**src/sv/jtk_pkg.sv**
```systemverilog
package jtk_pkg;

    localparam int MAX_NODES = 1024;
    localparam int MAX_EDGES = 4096;
    localparam int MAX_K     = 16;

    localparam int NODE_W  = 10;
    localparam int ADDR_W  = 12;
    localparam int VAL_W   = 13;
    localparam int CNT_W   = 13;
    localparam int UNI_W   = 14;
    localparam int SIM_W   = 17;
    localparam int RANK_W  = 5;
    localparam int KW_W    = 5;
    localparam int NC_W    = 11;
    localparam int RS_AW   = 11;
    localparam int KIDX_W  = 4;
    localparam int Q_FRAC  = 16;
    localparam int PROD_W  = CNT_W + UNI_W;
    localparam int HIST_DEPTH = 1 << NODE_W;

    localparam logic [1:0] OP_WR_ROW = 2'd0;
    localparam logic [1:0] OP_WR_NBR = 2'd1;
    localparam logic [1:0] OP_QUERY  = 2'd2;

    localparam logic [1:0] ST_RANKED = 2'd0;
    localparam logic [1:0] ST_EMPTY  = 2'd1;
    localparam logic [1:0] ST_BAD_K  = 2'd2;
    localparam logic [1:0] ST_WR_ACK = 2'd3;

    typedef struct packed {
        logic [CNT_W-1:0] src_cnt;
        logic [CNT_W-1:0] cur_cnt;
    } hist_word_t;

    typedef struct packed {
        logic [NODE_W-1:0] node;
        logic [CNT_W-1:0]  inter;
        logic [UNI_W-1:0]  uni;
    } rank_entry_t;

    typedef struct packed {
        logic            clear;
        logic            insert;
        logic [KW_W-1:0] k_limit;
    } rank_ctrl_t;

    typedef struct packed {
        logic            busy;
        logic [KW_W-1:0] filled;
    } rank_stat_t;

    typedef struct packed {
        logic [NODE_W-1:0] node;
        logic [SIM_W-1:0]  sim;
        logic [CNT_W-1:0]  inter;
        logic [UNI_W-1:0]  uni;
        logic [RANK_W-1:0] rank;
        logic [1:0]        status;
        logic              last;
    } result_t;

endpackage

```
**src/sv/jtk_div.sv**
```systemverilog
module jtk_div (
    input  logic                      aclk,
    input  logic                      aresetn,
    input  logic                      start,
    input  logic [jtk_pkg::CNT_W-1:0] inter,
    input  logic [jtk_pkg::UNI_W-1:0] divisor,
    output logic                      done,
    output logic [jtk_pkg::SIM_W-1:0] quot
);
    import jtk_pkg::*;

    localparam int DIVD_W = CNT_W + Q_FRAC;
    localparam int STEP_W = $clog2(DIVD_W + 1);

    logic              busy_reg;
    logic              done_reg;
    logic [STEP_W-1:0] step_reg;
    logic [DIVD_W-1:0] num_reg;
    logic [UNI_W-1:0]  rem_reg;
    logic [UNI_W-1:0]  div_reg;
    logic [UNI_W:0]    trial;
    logic              ge;

    // Restoring division, one quotient bit a cycle; quotient bits replace
    // the dividend bits as they shift out.
    assign trial = {rem_reg, num_reg[DIVD_W-1]};
    assign ge    = (trial >= {1'b0, div_reg});

    always_ff @(posedge aclk) begin
        if (!aresetn) begin
            busy_reg <= 1'b0;
            done_reg <= 1'b0;
        end else begin
            done_reg <= 1'b0;
            if (start) begin
                busy_reg <= 1'b1;
                step_reg <= STEP_W'(DIVD_W);
                num_reg  <= {inter, {Q_FRAC{1'b0}}};
                rem_reg  <= '0;
                div_reg  <= divisor;
            end else if (busy_reg) begin
                rem_reg  <= ge ? UNI_W'(trial - {1'b0, div_reg}) : UNI_W'(trial);
                num_reg  <= {num_reg[DIVD_W-2:0], ge};
                step_reg <= step_reg - 1'b1;
                if (step_reg == STEP_W'(1)) begin
                    busy_reg <= 1'b0;
                    done_reg <= 1'b1;
                end
            end
        end
    end

    assign done = done_reg;
    assign quot = num_reg[SIM_W-1:0];

endmodule

```
**config.mk**
```make
export PLATFORM = sky130hd
export DESIGN_NAME = jtk_div
export DESIGN_NICKNAME = d
export VERILOG_FILES = /design/src/sv/jtk_pkg.sv /design/src/sv/jtk_div.sv
export SDC_FILE = /design/constraint.sdc
export NUM_CORES = 1
export LEC_CHECK = 0
export BUFFER_PORTS_ARGS = -buffer_cell sky130_fd_sc_hd__buf_2
export CORE_MARGIN = 5
export CORE_UTILIZATION = 57
export CTS_BUF_LIST = sky130_fd_sc_hd__clkbuf_16
export CTS_CLUSTER_SIZE = 12
export DETAILED_ROUTE_END_ITERATION = 6
export GPL_TIMING_DRIVEN = 0
export PLACE_DENSITY = 0.79
export SLEW_MARGIN = 10
export SYNTH_ARGS = -nofsm -noshare
export SYNTH_HDL_FRONTEND = slang
export SYNTH_SLANG_ARGS = --single-unit
export TNS_END_PERCENT = 50
```
**constraint.sdc**
```tcl
create_clock -name aclk -period 2.61 [get_ports aclk]
set_input_delay 0.522 -clock aclk [delete_from_list [all_inputs] [get_ports aclk]]
set_output_delay 0.522 -clock aclk [all_outputs]
set_load 0.005 [all_outputs]
```
==> summary.md, run 1 <==
| Metric | Value |
|---|---|
| Share of cells above drive strength 1 | 0.2934 |
| Most area-consuming cells after synthesis | edfxtp_1, ha_1, mux2_2 |
| Slowest CP cell | fa_1 |
| Die W | 87.92 um |
| DR vias | 2315 |
| CTS root buf | clkbuf_16 |
| Finished Layout Cells | 426 |
| Final count of hold timing violations | 0 |
| R2r startpoint | num_reg[28]$_DFFE_PP_ |
| Min Hold Slack | 0.3637 ns |
| Syn Nets | 335 |
| Post-synthesis sequential area ratio | 0.5495 |
| Unrepaired setup endpoints after global routing | no |
| Worst slew pin tran | 0.6465 ns |
| First-pass GRT wire length | 10990 um |
| Post-place instance area | 3811 um2 |
| Worst Hold Class | primary input to register |
| CTS H-tree lvls | 3 |
| ANT cells | 0 |
| Fill cell count | 412 |
| Post-place setup slack | -0.08366 ns |
| Final min period | 2.440 ns |
| Routed WL | 6661 um |
| Resize count post-CTS | 0 |
| Routed Antenna Nets | 0 |
| CP dominant cell by count | inv_1 |
| DP HPWL | 4590 um |
| Die area | 7730 um2 |
| CTS Buf Count | 9 |
| Leak Pwr | 1.741 nW |
| Crit Path Max Fanout | 3 |
| Io pins | 48 |
| Post-Syn Area per Cell | 12.06 um2 |
| Final TNS setup | 0 ns |
| Hold-fix buffers at CTS | 0 |
| Starting DRT DRC Count | 116 |
| Tot GR Track Use | 0.1894 |
| Final setup margin | 0.1698 ns |
| Hold path depth | 1 |
| Vias in the first global route | 2297 |
| Worst r2r path cells | 10 |
| Final Util | 0.6885 |
| 1st-pass router iterations | 4 |
| R2R Setup Slk | 0.17 ns |
| Gr ovfl total | 0 |
| Layout Nets | 394 |
| Post-synth top flop | edfxtp_1 |
| WP data required | 2.69 ns |
| IO Port Bufs | 47 |
| Max Fclk | 409.8 MHz |
| CTS max path bufs | 2 |
| Startpoint types | register |
| Largest net degree at the start of global routing | 31 |
| CTS tree | done |
| Max reg flops | 29 |
| EDFF count, synth | 62 |
| Yosys Warn Count | 0 |
| Die height | 87.92 um |
| Core ar. | 5921 um2 |
| Initial Utilization | 0.5845 |
| Syn Std Cell Area | 3461 um2 |
| Design Area, Final | 4076 um2 |
| Critical-path cell list | inv_1 > ha_1 > inv_1 > fa_1 > a21oi_1 > o2bb2ai_1 > o21ai_0 > nand2b_1 > a211o_1 > a32o_1 |
| Placed Cells | 410 |
| Worst skew pair latency | 0.33 ns |
| Synthesis-stage register bit count | 64 |
| Initial antenna violation count | 0 |
| Clock slew at reported path FFs | 0.06 ns |
| Cells after Synth | 287 |
| Max incr delay on CP | 0.43 ns |
| Synth cell types | 47 |
| RR Endpoint | rem_reg[8]$_SDFFCE_PP0P_ |
| Period utilization | 0.9349 |
| Clk_skew | 0.007971 ns |
| CP arrival | 2.52 ns |
| Vias per cell | 5.434 |
| Buffer count from post-CTS setup fixing | 0 |
| Avg WL per Cell | 15.64 um |
| Drt drc | 0 |
| PwrDens | 704.4 nW/um2 |
| Post-route total power | 2.871 mW |
| Post-synth top area cell | edfxtp_1 |
| Area delta synth->final | 17.79% |
| Worst Setup Path Type | register to register |
| Final Setup Violations | 0 |
| Ys async rst share | 0 |
| Number of core rows | 28 |
| Worst Hold End | div_reg[6]$_DFFE_PP_ |
| Crit end category | register |
| Max VDD drop | 0.6175 mV |
| Slew HR | 0.5685 |
| Yosys top cell area share | 0.5380 |
| GP Congestion | 0.8540 |
| Status | completed |
| Pins Over Slew Limit | 0 |
| Max-cap violations | 0 |
| # clock sinks | 64 |
| Hold_sp | divisor[6] |
==> routing by layer <==
layer  routed length (um)  vias to the layer above  part of all wire  track usage
li1                     -                     1149                 -            -
met1                 2934                     1106              0.44       0.2338
met2                 3326                       48              0.50       0.3233
met3                  261                       12             0.039      0.03575
met4                  139                        0             0.021      0.08368
met5                    0                        -                 0            0
==> cell usage after synthesis, drive strengths merged, types with 2 or more instances <==
| library cell | number |
|---|---|
| o21a | 3 |
| nand4 | 2 |
| mux2i | 5 |
| a21oi | 14 |
| nand3 | 6 |
| or3 | 5 |
| nor2b | 16 |
| a211o | 3 |
| o21ai | 9 |
| nor2 | 21 |
| a21o | 6 |
| nand2b | 5 |
| a211oi | 3 |
| o211a | 2 |
| xnor2 | 8 |
| edfxtp | 62 |
| o211ai | 3 |
| and3 | 4 |
| clkbuf | 4 |
| ha | 17 |
| dfxtp | 2 |
| inv | 20 |
| nor3 | 5 |
| buf | 20 |
| nand2 | 12 |
| mux2 | 15 |
==> cell type report <==
type                       count  area (um2)  share of cell area
clock inverter                 7       40.04            0.009822
clock buffer                   9       225.2             0.05525
multi-input combinational    179        1315              0.3226
inverter                      20       75.07             0.01842
buffer                        24       170.2             0.04174
timing repair buffer          48       255.2             0.06262
sequential                    64        1902              0.4665
tap                           75       93.84             0.02302
==> logic make-up after synthesis <==
family                   Yosys count  share of synthesized area
buffers and inverters             44                    0.07086
XOR/XNOR                           9                    0.02278
AND/OR/NAND/NOR                   80                     0.1236
multiplexers                      20                    0.06327
AO/OA/AOI/OAI                     52                     0.1027
flip-flops                        64                     0.5495
adder cells (fa/ha/maj)           18                    0.06724
==> worst max path at each step <==
stage,start,end,cells after the start
floorplan,start,num_reg[0]$_SDFFCE_PP0P_,2
global placement,start,rem_reg[3]$_SDFFCE_PP0P_,3
detailed placement,start,div_reg[2]$_DFFE_PP_,5
CTS,num_reg[28]$_DFFE_PP_,rem_reg[8]$_SDFFCE_PP0P_,10
global route,num_reg[28]$_DFFE_PP_,rem_reg[8]$_SDFFCE_PP0P_,10
finish,num_reg[28]$_DFFE_PP_,rem_reg[8]$_SDFFCE_PP0P_,10
==> cell usage in the layout (no fill, tap or decap), types with 2 or more instances in the layout <==
cell type	netlist	routed
nand2_1	12	12
nor3_1	4	4
clkinvlp_4	0	3
buf_2	1	48
a21oi_1	14	14
xnor2_1	8	8
o211ai_1	3	3
o21ai_0	8	8
clkinv_2	0	2
inv_1	20	21
buf_6	2	2
ha_1	17	17
mux2i_1	5	5
nand3_1	5	5
nor2b_1	16	16
buf_4	17	17
a211oi_1	3	3
nor2_1	20	20
dfxtp_1	2	2
nand2b_1	5	5
clkbuf_1	4	4
nand4_1	2	2
o211a_1	2	2
mux2_2	15	15
or3_1	5	5
a211o_1	3	3
clkbuf_16	0	9
and3_1	4	4
a21o_1	6	6
edfxtp_1	62	62
o21a_1	3	2
==> worst max-delay path, delay by kind of cell, from the launching register on <==
family	cells	cell delay, ns
simple gates	1	0.08
fa+ha+maj	2	0.58
flops	1	0.39
compound gates	5	0.99
buf+inv	2	0.14
==> where the power goes <==
group          internal [mW]  total (mW)  leakage (nW)  switching [mW]
Combinational          0.253       0.543          1.01           0.290
Clock                  0.631        1.07         0.126           0.438
Sequential              1.23        1.26         0.609          0.0338
No activity file was read; power rests on OpenSTA's default activity.
==> inputs of run 2 (changes only) <==
--- a/config.mk
+++ b/config.mk
@@ -12,6 +12,7 @@
 export CTS_CLUSTER_SIZE = 12
 export DETAILED_ROUTE_END_ITERATION = 6
 export GPL_TIMING_DRIVEN = 0
+export MAX_ROUTING_LAYER = met4
 export PLACE_DENSITY = 0.79
 export SLEW_MARGIN = 10
 export SYNTH_ARGS = -nofsm -noshare
==> summary.md, run 2 (synthesis gave the netlist of run 1 again) <==
| Metric | Value |
|---|---|
| Pins Over Slew Limit | 0 (unchanged) |
| Core ar. | 5921 um2 (unchanged) |
| Final count of hold timing violations | 0 (unchanged) |
| Cell-internal power | 2.109 mW (about the same) |
| Most common cell after layout, fill and taps aside | edfxtp_1 |
| First-pass GRT wire length | 10990 um (unchanged) |
| CTS tree | done |
| Startpoint types | register |
| CTS max path bufs | 2 (unchanged) |
| Commonest non-fill, non-tap cells in the layout | edfxtp_1, buf_2, inv_1 |
| CTS H-tree lvls | 3 (unchanged) |
| Io pins | 48 (unchanged) |
| CP arrival | 2.52 ns (about the same) |
| Share of cells above drive strength 1 | 0.2934 (unchanged) |
| DP HPWL | 4590 um (unchanged) |
| Switch Pwr | 0.7648 mW (+0.33%) |
| # clock sinks | 64 (unchanged) |
| Area delta synth->final | 17.79% (unchanged) |
| Die area | 7730 um2 (unchanged) |
| Die height | 87.92 um (unchanged) |
| Final min period | 2.441 ns (+0.0004680 ns) |
| Initial Utilization | 0.5845 (unchanged) |
| Worst skew pair latency | 0.33 ns (about the same) |
| Max VDD drop | 0.6184 mV (+0.15%) |
| Worst slew pin tran | 0.6457 ns (-0.0007678 ns) |
| Buffer count from post-CTS setup fixing | 0 (unchanged) |
| Clk_skew | 0.008722 ns (+0.0007503 ns) |
| Largest net degree at the start of global routing | 31 (unchanged) |
| Fill cell count | 412 (unchanged) |
| Leak Pwr | 1.741 nW (unchanged) |
| Gr ovfl total | 0 (unchanged) |
| Routed WL | 6666 um (about the same) |
| Unrepaired setup endpoints after global routing | no |
| Final Setup Violations | 0 (unchanged) |
| Clock Power Share | 0.373 (about the same) |
| Die W | 87.92 um (unchanged) |
| Crit end category | register |
| Crit Path Max Fanout | 3 (unchanged) |
| GP Congestion | 0.8676 (+1.6%) |
| ANT cells | 0 (unchanged) |
| Final TNS setup | 0 ns (unchanged) |
| Final setup margin | 0.1693 ns (-0.0004680 ns) |
| Post-place setup slack | -0.08366 ns (unchanged) |
| Tot GR Track Use | 0.1954 (+0.005979) |
| Vias per cell | 5.397 (-0.69%) |
| Vias in the first global route | 2291 (-0.26%) |
| Starting DRT DRC Count | 104 (-10%) |
| Layout Nets | 394 (unchanged) |
| CTS Buf Count | 9 (unchanged) |
| CTS root buf | clkbuf_16 |
| 1st-pass router iterations | 4 (unchanged) |
| DR vias | 2299 (-0.69%) |
| Status | completed |
| Avg WL per Cell | 15.65 um (about the same) |
| Routed Antenna Nets | 0 (unchanged) |
| Slew HR | 0.5690 (about the same) |
| Hold-fix buffers at CTS | 0 (unchanged) |
| Register area | 1902 um2 (unchanged) |
| Initial antenna violation count | 0 (unchanged) |
| Worst Setup Path Type | register to register |
| Reg power frac | 0.438 (about the same) |
| Switching part of the total | 0.2661 (+0.0006306) |
| PwrDens | 705.1 nW/um2 (about the same) |
| Combinational power share | 0.189 (about the same) |
| Clock slew at reported path FFs | 0.06 ns (about the same) |
| IO Port Bufs | 47 (unchanged) |
| Max reg flops | 29 (unchanged) |
| Multi-input gate area | 1315 um2 (unchanged) |
| Max-cap violations | 0 (unchanged) |
| Max Fclk | 409.7 MHz (about the same) |
| Worst Hold Class | primary input to register |
| WP data required | 2.69 ns (about the same) |
| Period utilization | 0.9351 (about the same) |
| Resize count post-CTS | 0 (unchanged) |
| Number of core rows | 28 (unchanged) |
| Post-route total power | 2.874 mW (about the same) |
| Drt drc | 0 (unchanged) |
-- run 2: cell counts in the layout (fill, tap and decap cells not counted) --
Identical to the previous run, type by type.
-- run 2: stage by stage --
| step | utilization | std cells | cell area [um2] | hold slack (ns) |
|---|---|---|---|---|
| floorplan | - | 287 | 3461 | 0.4904 |
| global placement | 0.6401 | 409 | 3790 | 0.5132 |
| detailed placement | 0.6437 | 410 | 3811 | 0.5196 |
| CTS | 0.6885 | 426 | 4076 | 0.3596 |
| global route | 0.6885 | 426 | 4076 | 0.3588 |
| finish | 0.6885 | 426 | 4076 | 0.3636 |
-- run 2: critical path, stage by stage (launching register included) --
cell and delay (ns):
edfxtp_1 0.39, inv_1 0.10, ha_1 0.15, inv_1 0.05, fa_1 0.43, a21oi_1 0.18
o2bb2ai_1 0.10, o21ai_0 0.17, nand2b_1 0.08, a211o_1 0.29, a32o_1 0.25
-- run 2: worst paths after layout --
path                            slack [ns]                  endpoint  cells past startpoint                  start
worst max-delay path                  0.17  rem_reg[8]$_SDFFCE_PP0P_                     10  num_reg[28]$_DFFE_PP_
worst min-delay path                  0.36      div_reg[6]$_DFFE_PP_                      1             divisor[6]
worst max register to register        0.17  rem_reg[8]$_SDFFCE_PP0P_                     10  num_reg[28]$_DFFE_PP_
worst min register to register        0.52           done$_SDFF_PP0_                      1    busy_reg$_SDFF_PN0_
-- run 2: power groups by stage --
stage | combinational (mW) | clock (mW) | sequential [mW]
6_report | 0.543 | 1.07 | 1.26
3_3_place_gp | 0.517 | 0 | 1.28
2_1_floorplan | 0.409 | 0 | 1.27
5_1_grt | 0.606 | 1.13 | 1.27
4_1_cts | 0.545 | 1.08 | 1.26
3_5_place_dp | 0.539 | 0 | 1.28
-- run 2: area by class of cell --
| type | count | share of cell area |
|---|---|---|
| timing repair buffer | 48 | 0.06262 |
| sequential | 64 | 0.4665 |
| clock buffer | 9 | 0.05525 |
| buffer | 24 | 0.04174 |
| clock inverter | 7 | 0.009822 |
| tap | 75 | 0.02302 |
| inverter | 20 | 0.01842 |
| multi-input combinational | 179 | 0.3226 |
-- run 2: per-layer routing --
layer | vias to the layer above | part of all wire | track usage | wire [um]
met2 | 45 | 0.50 | 0.3233 | 3302
li1 | 1150 | - | - | -
met4 | 0 | 0.021 | 0.08368 | 138
met5 | - | 0 | - | 0
met1 | 1092 | 0.45 | 0.2338 | 2983
met3 | 12 | 0.036 | 0.03575 | 242
==> inputs of run 3 (changes only) <==
--- a/config.mk
+++ b/config.mk
@@ -5,6 +5,7 @@
 export SDC_FILE = /design/constraint.sdc
 export NUM_CORES = 1
 export LEC_CHECK = 0
+export ABC_AREA = 1
 export BUFFER_PORTS_ARGS = -buffer_cell sky130_fd_sc_hd__buf_2
 export CORE_MARGIN = 5
 export CORE_UTILIZATION = 57
==> summary.md, run 3 <==
| Metric | Value |
|---|---|
| Drt drc | 0 (unchanged) |
| Most common cell after layout, fill and taps aside | nand2_1 |
| Die height | 91.53 um (+4.1%) |
| Final Setup Violations | 0 (unchanged) |
| Hold-fix buffers at CTS | 0 (unchanged) |
| Number of core rows | 29 (+3.6%) |
| 1st-pass router iterations | 4 (unchanged) |
| Max Fclk | 453.3 MHz (+11%) |
| Core ar. | 6422 um2 (+8.5%) |
| Ys async rst share | 0 (unchanged) |
| CTS Buf Count | 9 (unchanged) |
| EDFF count, synth | 62 (unchanged) |
| Worst Hold Class | primary input to register |
| CTS H-tree lvls | 3 (unchanged) |
| ANT cells | 0 (unchanged) |
| Max VDD drop | 0.3654 mV (-41%) |
| Clk_skew | 0.004364 ns (-0.004358 ns) |
| Worst slew pin tran | 0.7533 ns (+0.1076 ns) |
| Syn Std Cell Area | 3789 um2 (+9.5%) |
| Post-synth top flop | edfxtp_1 |
| Worst r2r path cells | 11 (+1) |
| Post-synthesis sequential area ratio | 0.5020 (-0.04755) |
| CP arrival | 2.28 ns (-0.24 ns) |
| Leak Pwr | 2.208 nW (+27%) |
| Synthesis-stage register bit count | 64 (unchanged) |
| Tot GR Track Use | 0.2141 (+0.01871) |
| M2 GR Usage | 0.3670 (+0.04372) |
| Syn Nets | 491 (+47%) |
| Die area | 8377 um2 (+8.4%) |
| Die W | 91.53 um (+4.1%) |
| IO Port Bufs | 46 (-2.1%) |
| Worst skew pair latency | 0.32 ns (about the same) |
| Initial antenna violation count | 0 (unchanged) |
| Post-Syn Area per Cell | 8.552 um2 (-29%) |
| R2r startpoint | num_reg[28]$_DFFE_PP_ |
| Commonest cells post-synth | nand2_1, inv_1, edfxtp_1 |
| Buffer count from post-CTS setup fixing | 0 (unchanged) |
| Fill cell count | 507 (+23%) |
| Worst Setup Path Type | register to register |
| GR Util met3 | 0.04380 (+0.008054) |
| Critical-path cell list | inv_1 > ha_1 > inv_1 > fa_1 > nand3_1 > nand3_1 > nand2_1 > nand2_1 > xor2_1 > nor2_1 > nor2_1 |
| Startpoint types | register |
| Final setup margin | 0.4040 ns (+0.2347 ns) |
| Pins Over Slew Limit | 0 (unchanged) |
| CTS max path bufs | 2 (unchanged) |
| GRT busiest layer | met2 |
| Commonest non-fill, non-tap cells in the layout | nand2_1, inv_1, edfxtp_1 |
| Post-route total power | 2.922 mW (+1.7%) |
| Cells after Synth | 443 (+54%) |
| Crit Path Max Fanout | 4 (+1) |
| Share of cells above drive strength 1 | 0.2051 (-0.08832) |
| GP Congestion | 0.8657 (-0.22%) |
| Largest net degree at the start of global routing | 22 (-29%) |
| Hold_sp | divisor[8] |
| Vias in the first global route | 3021 (+32%) |
| Met1 Usage GRT | 0.2440 (+0.01018) |
| Gr ovfl total | 0 (unchanged) |
| Unrepaired setup endpoints after global routing | no |
| Max-cap violations | 0 (unchanged) |
| Final count of hold timing violations | 0 (unchanged) |
| Max reg flops | 29 (unchanged) |
| Area delta synth->final | 17.40% |
| Max incr delay on CP | 0.45 ns (+0.02 ns) |
| Clock slew at reported path FFs | 0.05 ns (about the same) |
| Starting DRT DRC Count | 191 (+84%) |
| Final Util | 0.6926 (+0.004073) |
| Routed WL | 8125 um (+22%) |
| WP data required | 2.69 ns (about the same) |
| Crit end category | register |
| PwrDens | 656.8 nW/um2 (-6.8%) |
| Worst Hold End | div_reg[8]$_DFFE_PP_ |
| CTS root buf | clkbuf_16 |
| DP HPWL | 5937 um (+29%) |
| Avg WL per Cell | 13.91 um (-11%) |
| Resize count post-CTS | 0 (unchanged) |
| Initial Utilization | 0.5899 (+0.005378) |
| Post-place setup slack | 0.2637 ns (+0.3474 ns) |
| Yosys Warn Count | 0 (unchanged) |
| Synth cell types | 30 (-36%) |
| Status | completed |
| Layout Nets | 550 (+40%) |
| Post-synth top area cell | edfxtp_1 |
| # clock sinks | 64 (unchanged) |
| Period utilization | 0.8452 (-0.08992) |
| Yosys top cell area share | 0.4914 (-0.04655) |
| Final min period | 2.206 ns (-0.2347 ns) |
| Routed Antenna Nets | 0 (unchanged) |
| Io pins | 48 (unchanged) |
| Hold path depth | 1 (unchanged) |
| First-pass GRT wire length | 13660 um (+24%) |
| Most area-consuming cells after synthesis | edfxtp_1, nand2_1, inv_1 |
| RR Endpoint | rem_reg[6]$_SDFFCE_PP0P_ |
| Slowest CP cell | fa_1 |
| CTS tree | done |
| R2R Setup Slk | 0.40 ns (+0.23 ns) |
| Vias per cell | 4.978 (-7.8%) |
| Cell with the most instances after synthesis | nand2_1 |
| DR vias | 2907 (+26%) |
| Slew HR | 0.4972 (-0.07183) |
run 3: worst max-delay path by stage:
stage,cells after the start,endpoint,start
after global routing,12,rem_reg[12]$_SDFFCE_PP0P_,num_reg[28]$_DFFE_PP_
after CTS,11,rem_reg[6]$_SDFFCE_PP0P_,num_reg[28]$_DFFE_PP_
after detailed placement,6,num_reg[19]$_DFFE_PP_,start
after global placement,4,num_reg[18]$_DFFE_PP_,start
after floorplan,4,num_reg[0]$_SDFFCE_PP0P_,start
final,11,rem_reg[6]$_SDFFCE_PP0P_,num_reg[28]$_DFFE_PP_
run 3: per-layer routing:
layer	up-vias	share of wire
li1	1478	-
met5	-	0
met1	1339	0.42
met4	0	0.017
met2	78	0.52
met3	12	0.052
run 3: logic make-up after synthesis:
group | after synthesis | synth area share
simple gates | 230 | 0.2642
buf+inv | 108 | 0.1324
flops | 64 | 0.5020
fa+ha+maj | 18 | 0.06143
compound gates | 16 | 0.02378
xor+xnor | 7 | 0.01618
run 3: power by group:
group / switching [mW] / internal, mW
Sequential: 0.0337 / 1.22
Combinational: 0.374 / 0.239
Clock: 0.419 / 0.632
Total: 0.827 / 2.09
run 3: worst max-delay path, delay by kind of cell, from the launching register on:
family | cells | cell delay (ns)
DFF | 1 | 0.37
xor gates and xnor gates | 1 | 0.15
adders and majority gates | 2 | 0.62
and+or+nand+nor | 6 | 0.63
buffers and inverters | 2 | 0.20
run 3: cell type report:
class                   instances  area [um2]  area share
repair buffers                 48       285.3     0.06414
inverters                      81       306.5     0.06892
well taps                      77       96.34     0.02166
clock buffers                   9       225.2     0.05063
plain buffers                  27       195.2     0.04388
multi-input cells             271        1396      0.3139
flip-flops and latches         64        1902      0.4276
clock inverters                 7       41.29    0.009283
run 3: per-stage QoR:
stage          setup TNS (ns)  cells  hold slack (ns)  area [um2]
6_report                    0    584           0.3693        4448
5_1_grt                     0    584           0.3573        4448
2_1_floorplan               0    443           0.4810        3800
3_3_place_gp           -10.36    566           0.4990        4126
4_1_cts                     0    584           0.3528        4448
3_5_place_dp                0    568           0.5121        4182
